==> src/led_pkg.sv <==
// shared types, codes and constants of the edit distance engine
package led_pkg;

  // default longest word, in symbols
  localparam int MAX_LEN_DEFAULT = 32;

  // field widths
  localparam int MODE_W   = 2;
  localparam int SYMBOL_W = 8;
  localparam int DIST_W   = 6;

  // largest distance the result field holds
  localparam logic [DIST_W-1:0] DIST_MAX = 6'd63;

  // input modes
  localparam logic [MODE_W-1:0] MODE_FIRST  = 2'd0;
  localparam logic [MODE_W-1:0] MODE_SECOND = 2'd1;
  localparam logic [MODE_W-1:0] MODE_END    = 2'd2;

  // controller states
  typedef enum logic {
    ST_IDLE,
    ST_RUN
  } led_state_t;

  // controller to datapath
  typedef struct packed {
    logic load_first;
    logic load_second;
    logic start;
    logic step;
    logic issue;
    logic finish;
  } led_cmd_t;

  // datapath to controller
  typedef struct packed {
    logic issue_more;
    logic sweep_done;
  } led_sts_t;

endpackage

==> src/led_if.sv <==
// valid/ready channel interfaces for input and result beats

interface led_in_if;
  import led_pkg::*;

  logic                valid;
  logic                ready;
  logic [MODE_W-1:0]   mode;
  logic [SYMBOL_W-1:0] symbol;

  modport source (output valid, output mode, output symbol, input ready);
  modport sink   (input valid, input mode, input symbol, output ready);
endinterface

interface led_out_if;
  import led_pkg::*;

  logic              valid;
  logic              ready;
  logic [DIST_W-1:0] distance;
  logic              overflow;

  modport source (output valid, output distance, output overflow, input ready);
  modport sink   (input valid, input distance, input overflow, output ready);
endinterface

==> src/led_ram.sv <==
// generic single write port ram with registered read
module led_ram #(
  parameter int WIDTH = 8,
  parameter int DEPTH = 32,
  localparam int AW = (DEPTH > 1) ? $clog2(DEPTH) : 1
) (
  input  logic             clk,
  input  logic             we,
  input  logic [AW-1:0]    waddr,
  input  logic [WIDTH-1:0] wdata,
  input  logic             re,
  input  logic [AW-1:0]    raddr,
  output logic [WIDTH-1:0] rdata
);

  logic [WIDTH-1:0] mem [DEPTH];

  // write and registered read
  always_ff @(posedge clk) begin
    if (we) begin
      mem[waddr] <= wdata;
    end
    if (re) begin
      rdata <= mem[raddr];
    end
  end

endmodule

==> src/led_ctrl.sv <==
// controller state machine: beat intake, sweep sequencing, result register handshake
module led_ctrl (
  input  logic                      clk,
  input  logic                      rst,
  input  logic                      in_valid,
  input  logic [1:0]                in_mode,
  output logic                      in_ready,
  output logic                      out_valid,
  input  logic                      out_ready,
  output led_pkg::led_cmd_t         cmd,
  input  led_pkg::led_sts_t         sts
);
  import led_pkg::*;

  led_state_t state, state_next;
  logic       out_vld, out_vld_next;
  logic       in_beat;

  assign in_beat   = in_valid && in_ready;
  assign out_valid = out_vld;

  // state and result valid registers
  always_ff @(posedge clk) begin
    if (rst) begin
      state   <= ST_IDLE;
      out_vld <= 1'b0;
    end else begin
      state   <= state_next;
      out_vld <= out_vld_next;
    end
  end

  // next state and commands
  always_comb begin
    state_next   = state;
    out_vld_next = out_vld && !out_ready;
    cmd          = '0;
    in_ready     = 1'b0;
    unique case (state)
      ST_IDLE: begin
        in_ready = 1'b1;
        if (in_beat) begin
          unique case (in_mode)
            MODE_FIRST:  cmd.load_first  = 1'b1;
            MODE_SECOND: cmd.load_second = 1'b1;
            MODE_END: begin
              cmd.start  = 1'b1;
              state_next = ST_RUN;
            end
            default: ;
          endcase
        end
      end
      ST_RUN: begin
        if (!sts.sweep_done) begin
          cmd.step  = 1'b1;
          cmd.issue = sts.issue_more;
        end else if (!out_vld || out_ready) begin
          cmd.finish   = 1'b1;
          out_vld_next = 1'b1;
          state_next   = ST_IDLE;
        end
      end
      default: state_next = ST_IDLE;
    endcase
  end

endmodule

==> src/led_datapath.sv <==
// datapath: word stores, lengths, systolic row of cost lanes, result registers
module led_datapath #(
  parameter int MAX_LEN = led_pkg::MAX_LEN_DEFAULT
) (
  input  logic                                clk,
  input  logic                                rst,
  input  led_pkg::led_cmd_t                   cmd,
  output led_pkg::led_sts_t                   sts,
  input  logic [led_pkg::SYMBOL_W-1:0]        symbol,
  output logic [led_pkg::DIST_W-1:0]          distance,
  output logic                                overflow
);
  import led_pkg::*;

  localparam int AW = (MAX_LEN > 1) ? $clog2(MAX_LEN) : 1;
  localparam int LW = $clog2(MAX_LEN + 1);
  localparam int CW = $clog2(2 * MAX_LEN + 1);
  localparam int DW = LW;
  localparam int XW = (DW > DIST_W) ? DW : DIST_W;

  logic [LW-1:0]       first_len, second_len;
  logic                ovf_seen;
  logic [CW-1:0]       cnt;
  logic [CW-1:0]       cnt_inc;
  logic                iss_vld;
  logic [LW-1:0]       iss_row;
  logic [SYMBOL_W-1:0] ram_q;
  logic                first_full, second_full;

  // second word, one symbol per lane
  logic [SYMBOL_W-1:0] b_sym [MAX_LEN];

  // lane cost values and lane output pipeline
  logic [DW-1:0]       val    [MAX_LEN];
  logic [DW-1:0]       val_new[MAX_LEN];
  logic [SYMBOL_W-1:0] l_sym  [MAX_LEN];
  logic [DW-1:0]       l_left [MAX_LEN];
  logic [DW-1:0]       l_diag [MAX_LEN];
  logic                l_vld  [MAX_LEN];
  logic [SYMBOL_W-1:0] p_sym  [MAX_LEN];
  logic [DW-1:0]       p_left [MAX_LEN];
  logic [DW-1:0]       p_diag [MAX_LEN];
  logic                p_vld  [MAX_LEN];

  logic [LW-1:0]       last_col;
  logic [DW-1:0]       dist_full;
  logic [XW-1:0]       dist_ext;

  assign first_full  = (first_len  >= LW'(MAX_LEN));
  assign second_full = (second_len >= LW'(MAX_LEN));
  assign cnt_inc     = cnt + CW'(1);

  // status toward the controller
  assign sts.issue_more = (cnt < CW'(first_len));
  assign sts.sweep_done = (cnt == (CW'(first_len) + CW'(second_len)));

  // first word store, read one row symbol per sweep step while rows remain to issue
  led_ram #(
    .WIDTH (SYMBOL_W),
    .DEPTH (MAX_LEN)
  ) u_first_word (
    .clk   (clk),
    .we    (cmd.load_first && !first_full),
    .waddr (first_len[AW-1:0]),
    .wdata (symbol),
    .re    (cmd.issue),
    .raddr (cnt[AW-1:0]),
    .rdata (ram_q)
  );

  // lengths, overflow flag, sweep counter and row issue
  always_ff @(posedge clk) begin
    if (rst) begin
      first_len  <= '0;
      second_len <= '0;
      ovf_seen   <= 1'b0;
      cnt        <= '0;
      iss_vld    <= 1'b0;
    end else begin
      iss_vld <= cmd.issue;
      if (cmd.load_first) begin
        if (first_full) begin
          ovf_seen <= 1'b1;
        end else begin
          first_len <= first_len + LW'(1);
        end
      end
      if (cmd.load_second) begin
        if (second_full) begin
          ovf_seen <= 1'b1;
        end else begin
          second_len <= second_len + LW'(1);
        end
      end
      if (cmd.start) begin
        cnt <= '0;
      end else if (cmd.step) begin
        cnt <= cnt_inc;
      end
      if (cmd.finish) begin
        first_len  <= '0;
        second_len <= '0;
        ovf_seen   <= 1'b0;
      end
    end
  end

  // row index travels with the symbol read
  always_ff @(posedge clk) begin
    if (cmd.issue) begin
      iss_row <= cnt_inc[LW-1:0];
    end
  end

  // second word symbol write
  always_ff @(posedge clk) begin
    if (cmd.load_second && !second_full) begin
      b_sym[second_len[AW-1:0]] <= symbol;
    end
  end

  // lane row: lane k holds the cost of column k+1
  for (genvar k = 0; k < MAX_LEN; k++) begin : g_lane
    logic [DW:0] up_c, left_c, diag_c, m1;
    logic        sub;

    // lane input: first lane from the row feed, others from the lane before
    if (k == 0) begin : g_feed
      assign l_sym[k]  = ram_q;
      assign l_left[k] = iss_row;
      assign l_diag[k] = iss_row - DW'(1);
      assign l_vld[k]  = iss_vld;
    end else begin : g_chain
      assign l_sym[k]  = p_sym[k-1];
      assign l_left[k] = p_left[k-1];
      assign l_diag[k] = p_diag[k-1];
      assign l_vld[k]  = p_vld[k-1];
    end

    // smallest of insertion, deletion and substitution cost
    always_comb begin
      sub    = (l_sym[k] != b_sym[k]);
      up_c   = {1'b0, val[k]} + (DW+1)'(1);
      left_c = {1'b0, l_left[k]} + (DW+1)'(1);
      diag_c = {1'b0, l_diag[k]} + (DW+1)'(sub);
      m1     = (up_c < left_c) ? up_c : left_c;
      m1     = (m1 < diag_c) ? m1 : diag_c;
      val_new[k] = m1[DW-1:0];
    end

    // lane valid pipeline
    always_ff @(posedge clk) begin
      if (rst || cmd.start) begin
        p_vld[k] <= 1'b0;
      end else begin
        p_vld[k] <= l_vld[k];
      end
    end

    // lane cost and forwarded values
    always_ff @(posedge clk) begin
      if (cmd.start) begin
        val[k] <= DW'(k + 1);
      end else if (l_vld[k]) begin
        val[k]    <= val_new[k];
        p_sym[k]  <= l_sym[k];
        p_left[k] <= val_new[k];
        p_diag[k] <= val[k];
      end
    end
  end

  // distance pick and saturation
  assign last_col  = second_len - LW'(1);
  assign dist_full = (second_len == '0) ? first_len : val[last_col[AW-1:0]];
  assign dist_ext  = XW'(dist_full);

  // result registers
  always_ff @(posedge clk) begin
    if (cmd.finish) begin
      distance <= (dist_ext > XW'(DIST_MAX)) ? DIST_MAX : dist_ext[DIST_W-1:0];
      overflow <= ovf_seen;
    end
  end

endmodule

==> src/levenshtein_distance_engine_unit.sv <==
// top level of the levenshtein edit distance engine
// A symbol beat (mode 0 for the first word, mode 1 for the second) is appended to
// its word; symbols past MAX_LEN are dropped and flag overflow.
// An end beat (mode 2) starts a sweep in which one cost row per cycle enters a
// systolic row of MAX_LEN lanes, one lane per column of the second word; the
// result lands in the output register once the sweep is done, later only while
// an earlier result still waits, and both words are then empty again. No beat is
// taken during the sweep.
// Symbol beats are taken while a result waits to be read.
// Mode 3 beats are taken and ignored. The distance saturates at 63.
module levenshtein_distance_engine_unit #(
  parameter int MAX_LEN = led_pkg::MAX_LEN_DEFAULT
) (
  input  logic      clk,
  input  logic      rst,
  led_in_if.sink    in_ch,
  led_out_if.source out_ch
);
  import led_pkg::*;

  led_cmd_t cmd;
  led_sts_t sts;

  // control
  led_ctrl u_ctrl (
    .clk       (clk),
    .rst       (rst),
    .in_valid  (in_ch.valid),
    .in_mode   (in_ch.mode),
    .in_ready  (in_ch.ready),
    .out_valid (out_ch.valid),
    .out_ready (out_ch.ready),
    .cmd       (cmd),
    .sts       (sts)
  );

  // datapath
  led_datapath #(
    .MAX_LEN (MAX_LEN)
  ) u_datapath (
    .clk      (clk),
    .rst      (rst),
    .cmd      (cmd),
    .sts      (sts),
    .symbol   (in_ch.symbol),
    .distance (out_ch.distance),
    .overflow (out_ch.overflow)
  );

endmodule

==> src/flat_wrapper.sv <==
// flat-port wrapper written by rule: the top's interface ports become plain ports
module levenshtein_distance_engine_unit_flat import led_pkg::*;
#(
  parameter int MAX_LEN = led_pkg::MAX_LEN_DEFAULT
)
  (clk, rst, in_ch_valid, in_ch_mode, in_ch_symbol, in_ch_ready, out_ch_valid, out_ch_distance, out_ch_overflow, out_ch_ready);
  led_in_if in_ch_i ();
  led_out_if out_ch_i ();
  input  logic clk;
  input  logic rst;
  input wire logic [$bits(in_ch_i.valid)-1:0] in_ch_valid;
  input wire logic [$bits(in_ch_i.mode)-1:0] in_ch_mode;
  input wire logic [$bits(in_ch_i.symbol)-1:0] in_ch_symbol;
  output wire logic [$bits(in_ch_i.ready)-1:0] in_ch_ready;
  output wire logic [$bits(out_ch_i.valid)-1:0] out_ch_valid;
  output wire logic [$bits(out_ch_i.distance)-1:0] out_ch_distance;
  output wire logic [$bits(out_ch_i.overflow)-1:0] out_ch_overflow;
  input wire logic [$bits(out_ch_i.ready)-1:0] out_ch_ready;
  assign in_ch_i.valid = in_ch_valid;
  assign in_ch_i.mode = in_ch_mode;
  assign in_ch_i.symbol = in_ch_symbol;
  assign in_ch_ready = in_ch_i.ready;
  assign out_ch_valid = out_ch_i.valid;
  assign out_ch_distance = out_ch_i.distance;
  assign out_ch_overflow = out_ch_i.overflow;
  assign out_ch_i.ready = out_ch_ready;
  levenshtein_distance_engine_unit #(.MAX_LEN(MAX_LEN)) u_core (.clk(clk), .rst(rst), .in_ch(in_ch_i), .out_ch(out_ch_i));
endmodule
==> config.mk <==
export PLATFORM = sky130hd
export DESIGN_NAME = levenshtein_distance_engine_unit_flat
export DESIGN_NICKNAME = d
export VERILOG_FILES = /design/src/led_pkg.sv /design/src/led_if.sv /design/src/led_ram.sv /design/src/led_ctrl.sv /design/src/led_datapath.sv /design/src/levenshtein_distance_engine_unit.sv /design/src/flat_wrapper.sv
export SDC_FILE = /design/constraint.sdc
export NUM_CORES = 2
export LEC_CHECK = 0
export ABC_AREA = 0
export BUFFER_PORTS_ARGS = -buffer_cell sky130_fd_sc_hd__buf_4
export CAP_MARGIN = 20
export CORE_AREA = 2 2 277 553
export CTS_CLUSTER_SIZE = 14
export DETAILED_ROUTE_END_ITERATION = 12
export DIE_AREA = 0 0 279 555
export PLACE_DENSITY = 0.61
export SKIP_CTS_REPAIR_TIMING = 1
export SYNTH_ARGS = -nofsm -noshare
export SYNTH_HDL_FRONTEND = slang
export SYNTH_SLANG_ARGS = --single-unit
==> constraint.sdc <==
create_clock -name clk -period 7.25 [get_ports clk]
set_input_delay 0.725 -clock clk [delete_from_list [all_inputs] [get_ports clk]]
set_output_delay 0.725 -clock clk [all_outputs]
set_load 0.005 [all_outputs]
==> results.cfg <==
[yosys]
synthXorXnorAreaFrac = 0.0791
synthArstFlopShare = 0
synth_compound_area_frac = 0.0940
syn-num-nets = 6398
synthAdderAreaFrac = 0.0839
synth_mux_area_frac = 0.0670
synth.largest_area_cell = edfxtp_1
synth_top_family_by_area = simple AND/OR/NAND/NOR gates
synth_cell_types = 88
yosys_warnings = 0
synth_area_um2 = 75000
synth_top_area_share = 0.539
ys.flop_type = edfxtp_1
synth_seq_cells = 1399
ys_seq_area_frac = 0.553
synth_edf_count = 1345
avgSynthCellArea_um2 = 12.7
synthesis.instances = 5882
synth-simple-area-share = 0.105
synth_area_leaders = edfxtp_1 54%, ha_1 8.4%, xor2_1 6.0%

[worst_setup_path]
path_max_fanout = 9
r2r_start = u_core.u_datapath.val[23][0]
crit_top_cell = ha_1
endpoint_kind = register
startpoint = u_core.u_datapath.val[23][0]
cp_data_arrival_time_ns = 5.69
reg2reg_to = u_core.u_datapath.p_left[1][45]
r2r_cells = 16
cp_slowest_cell = edfxtp_1
cp_cell_sequence = ha_1 -> xor2_1 -> ha_1 -> nand2_1 -> o21ai_0 -> o21ai_0 -> o21ai_1 -> mux2i_1 -> inv_1 -> ha_1 -> a21o_1 -> a21oi_1 -> and3_1 -> a41oi_1 -> nand2_1 -> mux2_2
slowest_delay_ns = 0.56
reg2reg_slack_ns = 2.06
worstSetupPathType = register to register
cp.required_ns = 7.75
cp-endpoint = u_core.u_datapath.p_left[1][45]
crit_cells = 16
start_kind = register
crit_buf_inv = 1
path_delay_family = compound AO/OA/AOI/OAI gates

[clock_network]
cts_num_sinks = 1399
cts_buffers = 120
worst_skew_pair.late_latency_ns = 0.75
cts_tree = done
cts_buffer_depth = 3
cts_max_level = 3
cts.clk_slew.worst_paths_ns = 0.07
cts-root-buf = clkbuf_16

[global_route]
grt_pass1_vias = 47700
antenna_found_initial = 3
gr-total-overflow = 0
grt_max_degree = 69
grt_usage = 0.231
grt_pass1_wl_um = 277000

[final_layout]
final.fill_count = 12400
seq_area_um2 = 41500
final_core_util = 0.538
drive_gt1_frac = 0.0822
fin_nets = 6492
area_delta_synth_final_pct = 8.36
multiInputGateArea_um2 = 32200

[routing]
highest_layer = met4
routed_via_density = 5.94
post_drt_wl_per_cell_um = 22.4
route.vias.total = 47500
drtAntennaViolNets = 0
wl_met3_um = 7640
dr.first_iter.drc_count = 3529
first_pass_iters = 6
wl_met1_um = 76300
route.detailed.drc = 0
met2_length_um = 90300
drt-total-wl_um = 179000

[floorplan]
io_pins = 23
initial_core_util = 0.497
die_area_um2 = 155000
die_w_um = 279
core_um2 = 151000
rows = 202
die_h_um = 555

[power]
combPwrFrac = 0.051
p_per_area_nw_per_um2 = 197
vdd_ir_drop_max_uv = 200
p_clk_frac = 0.394
p_leak_nw = 29.4
swShare = 0.220
p_sw_mw = 3.52
seqPwrFrac = 0.555
power.internal_mw = 12.5

[sta]
hold_violations = 0
worst_clock_skew_ns = 0.0486
holdWs_ns = 0.241
worst_pin_slew_ns = 1.11
layout_min_cycle_time_ns = 5.19
drv_slew = 0
max_slew_margin = 0.254
clock.fmax_mhz = 193
setup_tns_ns = 0
min_period_over_period = 0.716
setup_viol = 0
rsz0062_at_grt = false

[run_status]
status = completed

[min_path]
hp-class = input port to register

[place]
dp_hpwl_um = 130000
routabilityCongestion = 0.909
portBuffers = 22

[job]
drv_cap = 0
==> cell type report <==
cell class / count / share of cell area
diodes: 4 / 0.000123
clock buffers: 171 / 0.0409
clock inverters: 43 / 0.00538
inverters: 279 / 0.0129
multi-input cells: 4137 / 0.396
flip-flops and latches: 1399 / 0.511
well taps: 1938 / 0.0298
repair buffers: 39 / 0.00385
==> how the worst min path moves through the flow <==
stage	startpoint	to	cells after the start
floorplan	u_core.u_datapath.ovf_seen	u_core.u_datapath.overflow	0
global placement	u_core.u_datapath.p_sym[0][81]	u_core.u_datapath.p_sym[0][89]	0
detailed placement	u_core.u_datapath.p_sym[0][105]	u_core.u_datapath.p_sym[0][113]	0
CTS	in_ch_symbol[4]	u_core.u_datapath.u_first_word.mem[22][4]	1
global route	in_ch_symbol[4]	u_core.u_datapath.u_first_word.mem[22][4]	1
finish	in_ch_symbol[4]	u_core.u_datapath.u_first_word.mem[22][4]	1
==> flip-flops by register name (all words and copies together), names as in the netlist, 7 cells and up <==
signal                                flops
u_core.u_datapath.b_sym                 256
u_core.u_datapath.cnt                     7
u_core.u_datapath.p_diag                186
u_core.u_datapath.p_left                186
u_core.u_datapath.p_sym                 248
u_core.u_datapath.p_vld                  31
u_core.u_datapath.u_first_word.mem      256
u_core.u_datapath.u_first_word.rdata      8
u_core.u_datapath.val                   192
==> through the flow <==
step	instance area, um^2	std cells	setup slack [ns]	power (mW)
final	81200	8010	2.06	16.0
after global routing	81200	8007	1.73	16.5
after CTS	81200	8005	2.20	16.1
after detailed placement	77400	7791	2.23	9.86
after global placement	77400	7791	2.18	9.85
after floorplan	75000	5882	2.67	9.56
==> per-layer routing <==
| layer | track usage | vias up |
|---|---|---|
| met3 | 0.0250 | 221 |
| met1 | 0.301 | 23700 |
| met4 | 0.0659 | 0 |
| li1 | - | 22600 |
| met2 | 0.406 | 1081 |
| met5 | 0 | - |
==> cells in the final DEF (no fill, tap or decap), drive strengths merged, types with 37 or more instances in the layout <==
cell type / n
xor2: 512
mux2i: 123
a21oi: 298
buf: 39
clkinv: 37
and2: 51
nor4: 69
o21a: 81
nand3: 382
xnor2: 165
ha: 501
or2: 50
a211oi: 61
nand2: 327
dfxtp: 54
o21ai: 217
inv: 281
nand4: 40
clkbuf: 171
mux2: 56
and3: 138
nor2: 310
nand2b: 74
a21o: 119
edfxtp: 1345
mux4: 140
nor3: 41
o31ai: 40
==> logic make-up (layout without fill, tap and decap cells) <==
| family | count (synthesis) | after routing |
|---|---|---|
| DFF | 1399 | 1399 |
| buffers and inverters | 346 | 532 |
| adders and majority gates | 502 | 502 |
| other | 0 | 4 |
| and+or+nand+nor | 1583 | 1583 |
| xor gates and xnor gates | 677 | 677 |
| muxes | 319 | 319 |
| AOI/OAI and AO/OA | 1056 | 1056 |
==> cell usage after synthesis, drive strengths merged, types with 29 or more instances <==
master	number
a21o	119
o31ai	40
a211oi	61
and2	51
dfxtp	54
mux4	140
xor2	512
nor2b	30
xnor2	165
mux2i	123
nor2	310
inv	278
o21ai	217
and3	138
or2	50
nor3	41
nand3	382
nor4	69
nand4	40
nand2b	74
a31oi	29
o21a	81
ha	501
a21oi	298
nand2	327
clkbuf	46
edfxtp	1345
mux2	56
==> power groups by stage <==
stage | combinational (mW) | sequential (mW) | clock [mW]
floorplan | 0.543 | 9.02 | 0
detailed placement | 0.818 | 9.05 | 0
CTS | 0.823 | 8.87 | 6.43
finish | 0.823 | 8.87 | 6.29
global placement | 0.802 | 9.05 | 0
global route | 0.901 | 8.87 | 6.71
No activity file was read; power rests on OpenSTA's default activity.
